==> config.mk <==
export PLATFORM = sky130hd
export DESIGN_NAME = gray_world_rgb_white_balance_core
export DESIGN_NICKNAME = d
export VERILOG_FILES = /design/src/design/gwwb_pkg.sv /design/src/design/gray_world_rgb_white_balance_core.sv /design/src/design/gwwb_queue.sv /design/src/design/gwwb_divider.sv /design/src/design/gwwb_back.sv
export VERILOG_INCLUDE_DIRS = /design/src /design/src/design
export SDC_FILE = /design/constraint.sdc
export NUM_CORES = 2
export LEC_CHECK = 0
export CAP_MARGIN = 20
export CORE_AREA = 2 2 441 443
export CTS_CLUSTER_DIAMETER = 100
export DETAILED_ROUTE_END_ITERATION = 7
export DIE_AREA = 0 0 443 445
export DONT_BUFFER_PORTS = 1
export PLACE_DENSITY = 0.44
export SLEW_MARGIN = 20
export SYNTH_ARGS = -nofsm -noshare
export SYNTH_HDL_FRONTEND = slang
export SYNTH_SLANG_ARGS = --single-unit
==> constraint.sdc <==
create_clock -name clock -period 6.9 [get_ports clock]
set_clock_uncertainty 0.1 [all_clocks]
set_input_delay 0.345 -clock clock [delete_from_list [all_inputs] [get_ports clock]]
set_output_delay 0.345 -clock clock [all_outputs]
set_load 0.1 [all_outputs]
==> src/design/gray_world_rgb_white_balance_core_defines.svh <==
// Assertion macros for the gray-world white balance core.
// Included by the top level; depends on nothing else.
`ifndef GRAY_WORLD_RGB_WHITE_BALANCE_CORE_DEFINES_SVH
`define GRAY_WORLD_RGB_WHITE_BALANCE_CORE_DEFINES_SVH

// Check that a condition implies a consequence on the same edge.
`define GW_ASSERT_NOW(label, clk, rst, cond, cons, msg) \
   label: assert property (@(posedge clk) disable iff (rst) (cond) |-> (cons)) \
      else $error(msg);

// Check that a condition implies a consequence on the next edge.
`define GW_ASSERT_NEXT(label, clk, rst, cond, cons, msg) \
   label: assert property (@(posedge clk) disable iff (rst) (cond) |=> (cons)) \
      else $error(msg);

`endif

==> src/design/gwwb_pkg.sv <==
// Shared types and constants for the gray-world white balance core.
// No dependencies.
`timescale 1ns / 1ps
package gwwb_pkg;
   localparam int SUM_W  = 30;
   localparam int GAIN_W = 24;
   localparam int PIX_W  = 8;
   localparam int TOT_W  = SUM_W + 2;

   // one beat as it sits in the queue between front and back
   typedef struct packed {
      logic             mode;
      logic             first;
      logic [PIX_W-1:0] blue;
      logic [PIX_W-1:0] green;
      logic [PIX_W-1:0] red;
   } beat_type;

   typedef enum logic [3:0] {
      ST_RUN    = 4'b0001,
      ST_DIVIDE = 4'b0010,
      ST_MUL    = 4'b0100,
      ST_OUT    = 4'b1000
   } back_state_type;
endpackage

==> src/design/gray_world_rgb_white_balance_core.sv <==
// Channel  | Dir | Handshake           | Payload
// req_     | in  | req_valid/req_stall | req_mode req_first req_blue req_green req_red
// rsp_     | out | rsp_valid/rsp_stall | rsp_out_blue rsp_out_green rsp_out_red
// A gather beat is summed in the run state of the back part; a correct beat
// passes through capture, multiply and round before its result registers.
// The first correct beat after gathering waits while the shared
// one-bit-per-cycle gain divider computes all three gains. Reset is
// synchronous, active high, and clears sums, gains and queue. A two-entry
// queue lets the front accept up to two beats while the back stalls on rsp_stall.
`timescale 1ns / 1ps
`include "gray_world_rgb_white_balance_core_defines.svh"
module gray_world_rgb_white_balance_core
   import gwwb_pkg::*;
#(
   parameter int PIXEL_LIMIT        = 4194304,
   parameter int GAIN_FRACTION_BITS = 16
) (
   input  logic             clock,
   input  logic             reset,
   input  logic             req_valid,
   output logic             req_stall,
   input  logic             req_mode,
   input  logic             req_first,
   input  logic [PIX_W-1:0] req_blue,
   input  logic [PIX_W-1:0] req_green,
   input  logic [PIX_W-1:0] req_red,
   output logic             rsp_valid,
   input  logic             rsp_stall,
   output logic [PIX_W-1:0] rsp_out_blue,
   output logic [PIX_W-1:0] rsp_out_green,
   output logic [PIX_W-1:0] rsp_out_red
);
   beat_type q_in, q_out;
   logic     q_valid, q_take, ready;

   // pack the request beat
   assign q_in = '{mode: req_mode, first: req_first, blue: req_blue,
                   green: req_green, red: req_red};

   gwwb_queue u_queue (
      .clock(clock), .reset(reset), .wr_valid(req_valid), .wr_stall(req_stall),
      .wr_data(q_in), .rd_valid(q_valid), .rd_take(q_take), .rd_data(q_out)
   );

   gwwb_back #(.PIXEL_LIMIT(PIXEL_LIMIT), .GAIN_FRACTION_BITS(GAIN_FRACTION_BITS)) u_back (
      .clock(clock), .reset(reset), .in_valid(q_valid), .in_take(q_take),
      .in_data(q_out), .out_valid(rsp_valid), .out_stall(rsp_stall),
      .out_blue(rsp_out_blue), .out_green(rsp_out_green), .out_red(rsp_out_red),
      .gains_ready(ready)
   );

   `GW_ASSERT_NOW(a_take_valid, clock, reset, q_take, q_valid, "take without queued beat")
   `GW_ASSERT_NOW(a_correct_ready, clock, reset, q_take && q_out.mode, ready,
                  "correct beat taken before gains ready")
   `GW_ASSERT_NEXT(a_gather_clears, clock, reset, q_take && !q_out.mode, !ready,
                   "gather beat left gains ready")
endmodule

==> src/design/gwwb_queue.sv <==
// Two-entry queue between the front and back parts.
// Depends on gwwb_pkg.
`timescale 1ns / 1ps
module gwwb_queue
   import gwwb_pkg::*;
(
   input  logic     clock,
   input  logic     reset,
   input  logic     wr_valid,
   output logic     wr_stall,
   input  beat_type wr_data,
   output logic     rd_valid,
   input  logic     rd_take,
   output beat_type rd_data
);
   beat_type   mem_ff [2];
   logic       wptr_ff, rptr_ff;
   logic [1:0] cnt_ff;
   logic       push, pop;

   assign wr_stall = (cnt_ff == 2'd2);
   assign rd_valid = (cnt_ff != 2'd0);
   assign rd_data  = mem_ff[rptr_ff];
   assign push     = wr_valid && !wr_stall;
   assign pop      = rd_take && rd_valid;

   // store entry
   always_ff @(posedge clock) begin
      if (push) begin
         mem_ff[wptr_ff] <= wr_data;
      end
   end

   // advance pointers and count
   always_ff @(posedge clock) begin
      if (reset) begin
         wptr_ff <= 1'b0;
         rptr_ff <= 1'b0;
         cnt_ff  <= 2'd0;
      end else begin
         if (push) wptr_ff <= !wptr_ff;
         if (pop)  rptr_ff <= !rptr_ff;
         cnt_ff <= cnt_ff + {1'b0, push} - {1'b0, pop};
      end
   end
endmodule

==> src/design/gwwb_divider.sv <==
// Restoring divider, one quotient bit per cycle, for gain computation.
// Depends on gwwb_pkg.
`timescale 1ns / 1ps
module gwwb_divider
   import gwwb_pkg::*;
#(
   parameter int NUM_W = 56,
   parameter int DEN_W = 32
) (
   input  logic             clock,
   input  logic             reset,
   input  logic             start,
   input  logic [NUM_W-1:0] numer,
   input  logic [DEN_W-1:0] denom,
   output logic             done,
   output logic [NUM_W-1:0] quot
);
   localparam int CNT_W = $clog2(NUM_W + 1);
   logic [NUM_W-1:0] q_ff;
   logic [DEN_W:0]   rem_ff;
   logic [DEN_W-1:0] den_ff;
   logic [CNT_W-1:0] cnt_ff;
   logic             busy_ff, done_ff;
   logic [DEN_W:0]   trial;
   logic [DEN_W:0]   diff;

   assign trial = {rem_ff[DEN_W-1:0], q_ff[NUM_W-1]};
   assign diff  = trial - {1'b0, den_ff};
   assign done  = done_ff;
   assign quot  = q_ff;

   // shift one bit per cycle
   always_ff @(posedge clock) begin
      if (reset) begin
         busy_ff <= 1'b0;
         done_ff <= 1'b0;
         cnt_ff  <= '0;
      end else begin
         done_ff <= 1'b0;
         if (start) begin
            busy_ff <= 1'b1;
            cnt_ff  <= CNT_W'(NUM_W);
         end else if (busy_ff) begin
            cnt_ff <= cnt_ff - 1'b1;
            if (cnt_ff == CNT_W'(1)) begin
               busy_ff <= 1'b0;
               done_ff <= 1'b1;
            end
         end
      end
   end

   always_ff @(posedge clock) begin
      if (start) begin
         q_ff   <= numer;
         rem_ff <= '0;
         den_ff <= denom;
      end else if (busy_ff) begin
         if (!diff[DEN_W]) begin
            rem_ff <= diff;
            q_ff   <= {q_ff[NUM_W-2:0], 1'b1};
         end else begin
            rem_ff <= trial;
            q_ff   <= {q_ff[NUM_W-2:0], 1'b0};
         end
      end
   end
endmodule

==> src/design/gwwb_back.sv <==
// Back part: gathers sums, computes gains, applies them to pixels.
// Depends on gwwb_pkg and gwwb_divider.
`timescale 1ns / 1ps
module gwwb_back
   import gwwb_pkg::*;
#(
   parameter int PIXEL_LIMIT        = 4194304,
   parameter int GAIN_FRACTION_BITS = 16
) (
   input  logic             clock,
   input  logic             reset,
   input  logic             in_valid,
   output logic             in_take,
   input  beat_type         in_data,
   output logic             out_valid,
   input  logic             out_stall,
   output logic [PIX_W-1:0] out_blue,
   output logic [PIX_W-1:0] out_green,
   output logic [PIX_W-1:0] out_red,
   output logic             gains_ready
);
   localparam logic [39:0] CAP_RAW = 40'(PIXEL_LIMIT) * 40'd255;
   localparam logic [SUM_W-1:0] SUM_CAP =
      (CAP_RAW > 40'h3FFFFFFF) ? SUM_W'(30'h3FFFFFFF) : SUM_W'(CAP_RAW);
   localparam int NUM_W  = TOT_W + GAIN_FRACTION_BITS;
   localparam int DEN_W  = SUM_W + 2;
   localparam int PROD_W = PIX_W + GAIN_W;

   logic [SUM_W-1:0]  sum_ff [3];
   logic [GAIN_W-1:0] gain_ff [3];
   logic              ready_ff;
   back_state_type    state_ff;
   logic [1:0]        ch_ff;
   logic              dstart_ff;
   logic [PROD_W-1:0] prod_ff [3];
   logic [PIX_W-1:0]  pix_ff [3];
   logic [PIX_W-1:0]  res_ff [3];
   logic              ovalid_ff;
   logic [SUM_W-1:0]  base [3];
   logic [SUM_W:0]    add [3];
   logic [TOT_W-1:0]  total;
   logic [SUM_W-1:0]  cur_sum;
   logic [DEN_W-1:0]  den;
   logic [NUM_W-1:0]  numer, quot;
   logic              ddone;
   logic [PIX_W-1:0]  pixv [3];

   assign pixv[0] = in_data.blue;
   assign pixv[1] = in_data.green;
   assign pixv[2] = in_data.red;

   assign total   = TOT_W'(sum_ff[0]) + TOT_W'(sum_ff[1]) + TOT_W'(sum_ff[2]);
   assign cur_sum = sum_ff[ch_ff];
   assign den     = DEN_W'(cur_sum) + (DEN_W'(cur_sum) << 1);
   assign numer   = (NUM_W'(total) << GAIN_FRACTION_BITS) + NUM_W'(den >> 1);

   gwwb_divider #(.NUM_W(NUM_W), .DEN_W(DEN_W)) u_div (
      .clock(clock), .reset(reset), .start(dstart_ff),
      .numer(numer), .denom(den), .done(ddone), .quot(quot)
   );

   // in the run state, take a gather beat at once; a correct beat once gains are ready and the output slot frees
   always_comb begin
      in_take = 1'b0;
      if (state_ff == ST_RUN && in_valid) begin
         if (!in_data.mode) in_take = 1'b1;
         else if (ready_ff) in_take = !ovalid_ff || !out_stall;
      end
   end

   for (genvar c = 0; c < 3; c++) begin : g_ch
      assign base[c] = in_data.first ? '0 : sum_ff[c];
      assign add[c]  = {1'b0, base[c]} + (SUM_W+1)'(pixv[c]);
   end

   // sequence gather, gain division and pixel scaling
   always_ff @(posedge clock) begin
      if (reset) begin
         state_ff  <= ST_RUN;
         ready_ff  <= 1'b0;
         ch_ff     <= '0;
         dstart_ff <= 1'b0;
         ovalid_ff <= 1'b0;
         for (int c = 0; c < 3; c++) begin
            sum_ff[c]  <= '0;
            gain_ff[c] <= '0;
         end
      end else begin
         dstart_ff <= 1'b0;
         if (ovalid_ff && !out_stall) ovalid_ff <= 1'b0;
         case (state_ff)
            ST_RUN: begin
               if (in_valid && !in_data.mode) begin
                  for (int c = 0; c < 3; c++) begin
                     sum_ff[c] <= (add[c] > (SUM_W+1)'(SUM_CAP)) ? SUM_CAP
                                                                : add[c][SUM_W-1:0];
                  end
                  ready_ff <= 1'b0;
               end else if (in_valid && !ready_ff) begin
                  ch_ff     <= '0;
                  dstart_ff <= 1'b1;
                  state_ff  <= ST_DIVIDE;
               end else if (in_take) begin
                  state_ff <= ST_MUL;
               end
            end
            ST_DIVIDE: begin
               if (ddone) begin
                  if (cur_sum == '0) gain_ff[ch_ff] <= '0;
                  else if (|quot[NUM_W-1:GAIN_W]) gain_ff[ch_ff] <= '1;
                  else gain_ff[ch_ff] <= quot[GAIN_W-1:0];
                  if (ch_ff == 2'd2) begin
                     ready_ff <= 1'b1;
                     state_ff <= ST_RUN;
                  end else begin
                     ch_ff     <= ch_ff + 2'd1;
                     dstart_ff <= 1'b1;
                  end
               end
            end
            ST_MUL: state_ff <= ST_OUT;
            ST_OUT: begin
               ovalid_ff <= 1'b1;
               state_ff  <= ST_RUN;
            end
            default: state_ff <= ST_RUN;
         endcase
      end
   end

   // pixel datapath: capture, multiply, round and saturate
   always_ff @(posedge clock) begin
      for (int c = 0; c < 3; c++) begin
         if (in_take) pix_ff[c] <= pixv[c];
         if (state_ff == ST_MUL) prod_ff[c] <= PROD_W'(pix_ff[c]) * PROD_W'(gain_ff[c]);
         if (state_ff == ST_OUT) begin
            if (|((prod_ff[c] + (PROD_W'(1) << (GAIN_FRACTION_BITS-1)))
                  >> (GAIN_FRACTION_BITS+PIX_W)))
               res_ff[c] <= '1;
            else
               res_ff[c] <= PIX_W'((prod_ff[c] + (PROD_W'(1) << (GAIN_FRACTION_BITS-1)))
                                   >> GAIN_FRACTION_BITS);
         end
      end
   end

   assign out_valid   = ovalid_ff;
   assign out_blue    = res_ff[0];
   assign out_green   = res_ff[1];
   assign out_red     = res_ff[2];
   assign gains_ready = ready_ff;
endmodule
==> results.yml <==
final_layout:
  syn_to_final_growth_pct: 11.9
  multi_input_area_sq_um: 28700
  final_nets: 5308
  seq_area_sq_um: 12900
  drive_gt1_frac: 0.0612
  fillCellCount: 20400
grt:
  grt_max_degree: 72
  grt_pass1_vias: 32300
  grt_antenna_before_repair: 9
  grt_pass1_wl_um: 193000
  grt-ovfl-total: 0
  track_usage: 0.124
worst_setup_path:
  arrival_ns: 6.77
  critPathRequiredTime_ns: 7.21
  critical_path.top_delay_family: "compound AO/OA/AOI/OAI gates"
  crit_slowest_cell: "edfxtp_1"
  path_depth: 18
  cp_slowest_stage_delay_ns: 0.65
  path_buf_inv: 2
  critPathLaunch: "u_back.pix_ff[0][2]$_DFFE_PP_"
  r2r_slack_ns: 0.44
  cpMostUsedCell: "fa_1"
  timing.critical_path.to_type: "flip-flop"
  rr_endpoint: "u_back.prod_ff[0][31]$_DFFE_PP_"
  reg2regPathDepth: 18
  worstPathCellList: "and2_1 > fa_1 > inv_1 > fa_1 > fa_1 > fa_1 > inv_1 > ha_1 > a2111oi_0 > o21ai_0 > a22oi_1 > o21ai_0 > a21oi_1 > a21oi_1 > o41ai_1 > o21bai_1 > a21oi_1 > xnor2_1"
  worstPathMaxFanout: 14
  rr_startpoint: "u_back.pix_ff[0][2]$_DFFE_PP_"
  startpoint_type: "flip-flop"
  crit_type: "reg -> reg"
floorplanning:
  start_util: 0.229
  core_sq_um: 192000
  die_w_um: 443
  fp.dieH_um: 445
  placementRows: 161
  io_pins: 56
  dieArea_sq_um: 197000
yosys:
  postSynthCellCount: 4551
  syn_area_per_cell_sq_um: 9.67
  synth_ff_type: "edfxtp_1"
  synth_top_family_by_area: "adder cells"
  synth.mux.area_fraction: 0.0241
  synthAdderAreaFrac: 0.278
  yosys_register_bits: 449
  synth_edf_count: 393
  syn_area_sq_um: 44000
  synth_compound_gate_area_share: 0.110
  synth_xor_area_frac: 0.0581
  yosys.area_share.simple: 0.182
  mappedNetlistNets: 5318
  ys_types: 105
  synthArstFlopShare: 0
  synth.yosys.seq_area_share: 0.294
  ys_warn_count: 0
drt:
  avgViaCountPerCell: 4.48
  firstDrtPassIters: 5
  num_vias: 31900
  drc_errors: 0
  initialDrtViolationCount: 1848
  routed_wirelength_um: 124000
  antenna_left: 0
  wl_per_cell_um: 17.4
placed_design:
  portBuffers: 0
  dp_hpwl_um: 95600
  place.gp.congestion: 0.840
clock_network:
  cts-root-buf: "clkbuf_16"
  clk_pin_slew_worst_paths_ns: 0.06
  cts_made_buffers: 55
  insertion_delay_ns: 0.67
  clock-sinks: 449
  clock_path_buffers: 3
  cts_tree: "done"
  cts-htree-levels: 2
sta:
  fmax_ghz: 0.155
  hold_viol: 0
  tns_ns: 0
  period_minus_slack_ns: 6.46
  worst_slew_pin_slew_ns: 1.11
  fin_crit_sh: 0.937
  maxSlewHeadroom: 0.253
  drv_slew: 0
  hold_ws_ns: 0.158
  setup_violations: 0
run:
  maxCapViolations: 0
worst_hold_path:
  hp-start: "reset"
  whs_endpoint: "u_back.sum_ff[1][23]$_SDFFCE_PN0P_"
  min_path_cells: 3
  min-delay-path-class: "in -> reg"
pwr:
  static-leakage-power_uw: 0.0194
  ir_worst_vdd_mv: 0.298
  power.density_nw_per_um2: 422
run_status:
  status: "finished, final reports clean"
-- worst max-delay path by stage --
| stage | slack [ns] | endpoint |
|---|---|---|
| 3_3_place_gp | 0.45 | u_back.prod_ff[0][31]$_DFFE_PP_ |
| 3_5_place_dp | 0.32 | u_back.prod_ff[0][31]$_DFFE_PP_ |
| 5_1_grt | -0.004 | u_back.u_div.quot[43]$_DFFE_PP_ |
| 6_report | 0.44 | u_back.prod_ff[0][31]$_DFFE_PP_ |
| 4_1_cts | 0.30 | u_back.prod_ff[0][31]$_DFFE_PP_ |
| 2_1_floorplan | 0.30 | u_back.u_div.quot[46]$_DFFE_PP_ |
-- stage by stage --
step	cell area, sq um	utilization	power (uW)	instances	setup slack (ns)
2_1_floorplan	44000	-	14300	4551	0.303
3_3_place_gp	46900	0.244	17600	6976	0.454
3_5_place_dp	46900	0.245	17700	6978	0.316
4_1_cts	49100	0.256	21000	7111	0.297
5_1_grt	49200	0.256	22900	7116	-0.00412
6_report	49200	0.256	20800	7118	0.435
-- synth_stat cells (all sizes together) (76+ instances only) --
cell / n / share of area
fa: 401 / 0.18
a21oi: 209 / 0.024
nor3: 76 / 0.0092
xor2: 112 / 0.023
xnor2: 176 / 0.035
edfxtp: 393 / 0.27
nor2: 341 / 0.029
a21o: 90 / 0.015
nand3: 94 / 0.011
o21ai: 128 / 0.015
nand2: 577 / 0.049
inv: 471 / 0.040
clkbuf: 122 / 0.010
and2: 285 / 0.041
ha: 336 / 0.096
-- registers in the layout (all words and copies together), names as in the netlist, 2 cells and up, named ones only --
| signal | count |
|---|---|
| u_back.sum_ff | 90 |
| u_queue.cnt_ff | 2 |
| u_back.prod_ff | 51 |
| u_back.gain_ff | 72 |
| u_back.res_ff | 24 |
| u_back.pix_ff | 24 |
| u_back.ch_ff | 2 |
| u_back.u_div.quot | 48 |
| u_queue.mem_ff | 52 |
| u_back.u_div.rem_ff | 32 |
| u_back.state_ff | 4 |
| u_back.u_div.cnt_ff | 6 |
| u_back.u_div.den_ff | 32 |
-- area by class of cell --
cell class | instances | share of cell area
multi-input cells | 3483 | 0.583
flip-flops and latches | 449 | 0.263
well taps | 2526 | 0.0642
inverters | 472 | 0.0360
clock buffers | 74 | 0.0313
repair buffers | 80 | 0.0147
clock inverters | 30 | 0.00750
diodes | 4 | 0.000203
-- report_power, final --
part | internal (uW) | switching (uW) | total, uW
Clock | 1830 | 1280 | 3110
Combinational | 5460 | 7620 | 13100
Sequential | 3880 | 684 | 4570
Total | 11200 | 9580 | 20800
-- cells by family after synthesis --
logic type | after synthesis
XOR/XNOR | 288
buffers and inverters | 619
multiplexers | 98
AND/OR/NAND/NOR | 1645
AO/OA/AOI/OAI | 715
adder cells (fa/ha/maj) | 737
flip-flops | 449
-- layout by cell type (no fill, tap or decap), types with 54 or more instances in the layout --
master / count
nand2_1: 575
inv_1: 469
fa_1: 401
edfxtp_1: 393
ha_1: 336
nor2_1: 332
and2_1: 284
a21oi_1: 206
xnor2_1: 174
o21ai_0: 119
xor2_1: 111
nand3_1: 91
a21o_1: 90
nor3_1: 70
o21a_1: 64
clkbuf_16: 56
mux2_2: 54
-- metal layers --
layer  wire length (um)  up-vias  part of all wire  global-route usage
met3               4490      130             0.036              0.0145
met5                  0        -                 0                   0
met2              56900      544              0.46               0.203
met4               2810        0             0.023              0.0302
met1              59300    15800              0.48               0.174
li1                   -    15400                 -                   -
-- worst min-delay path, delay by kind of cell --
| kind | cells | cell delay (ns) |
|---|---|---|
| simple gates | 1 | 0.03 |
| compound gates | 1 | 0.13 |
| buf+inv | 1 | 0.21 |
-- repair_timing --
action / 4_1_cts / 5_1_grt
endpoints found under the hold margin: 76 / 0
setup buffers: 0 / 2
hold buffers: 29 / 0
gates resized for setup: 0 / 7
setup endpoints to repair: 0 / 6
Note: power is estimated with default switching activity, not from simulation.
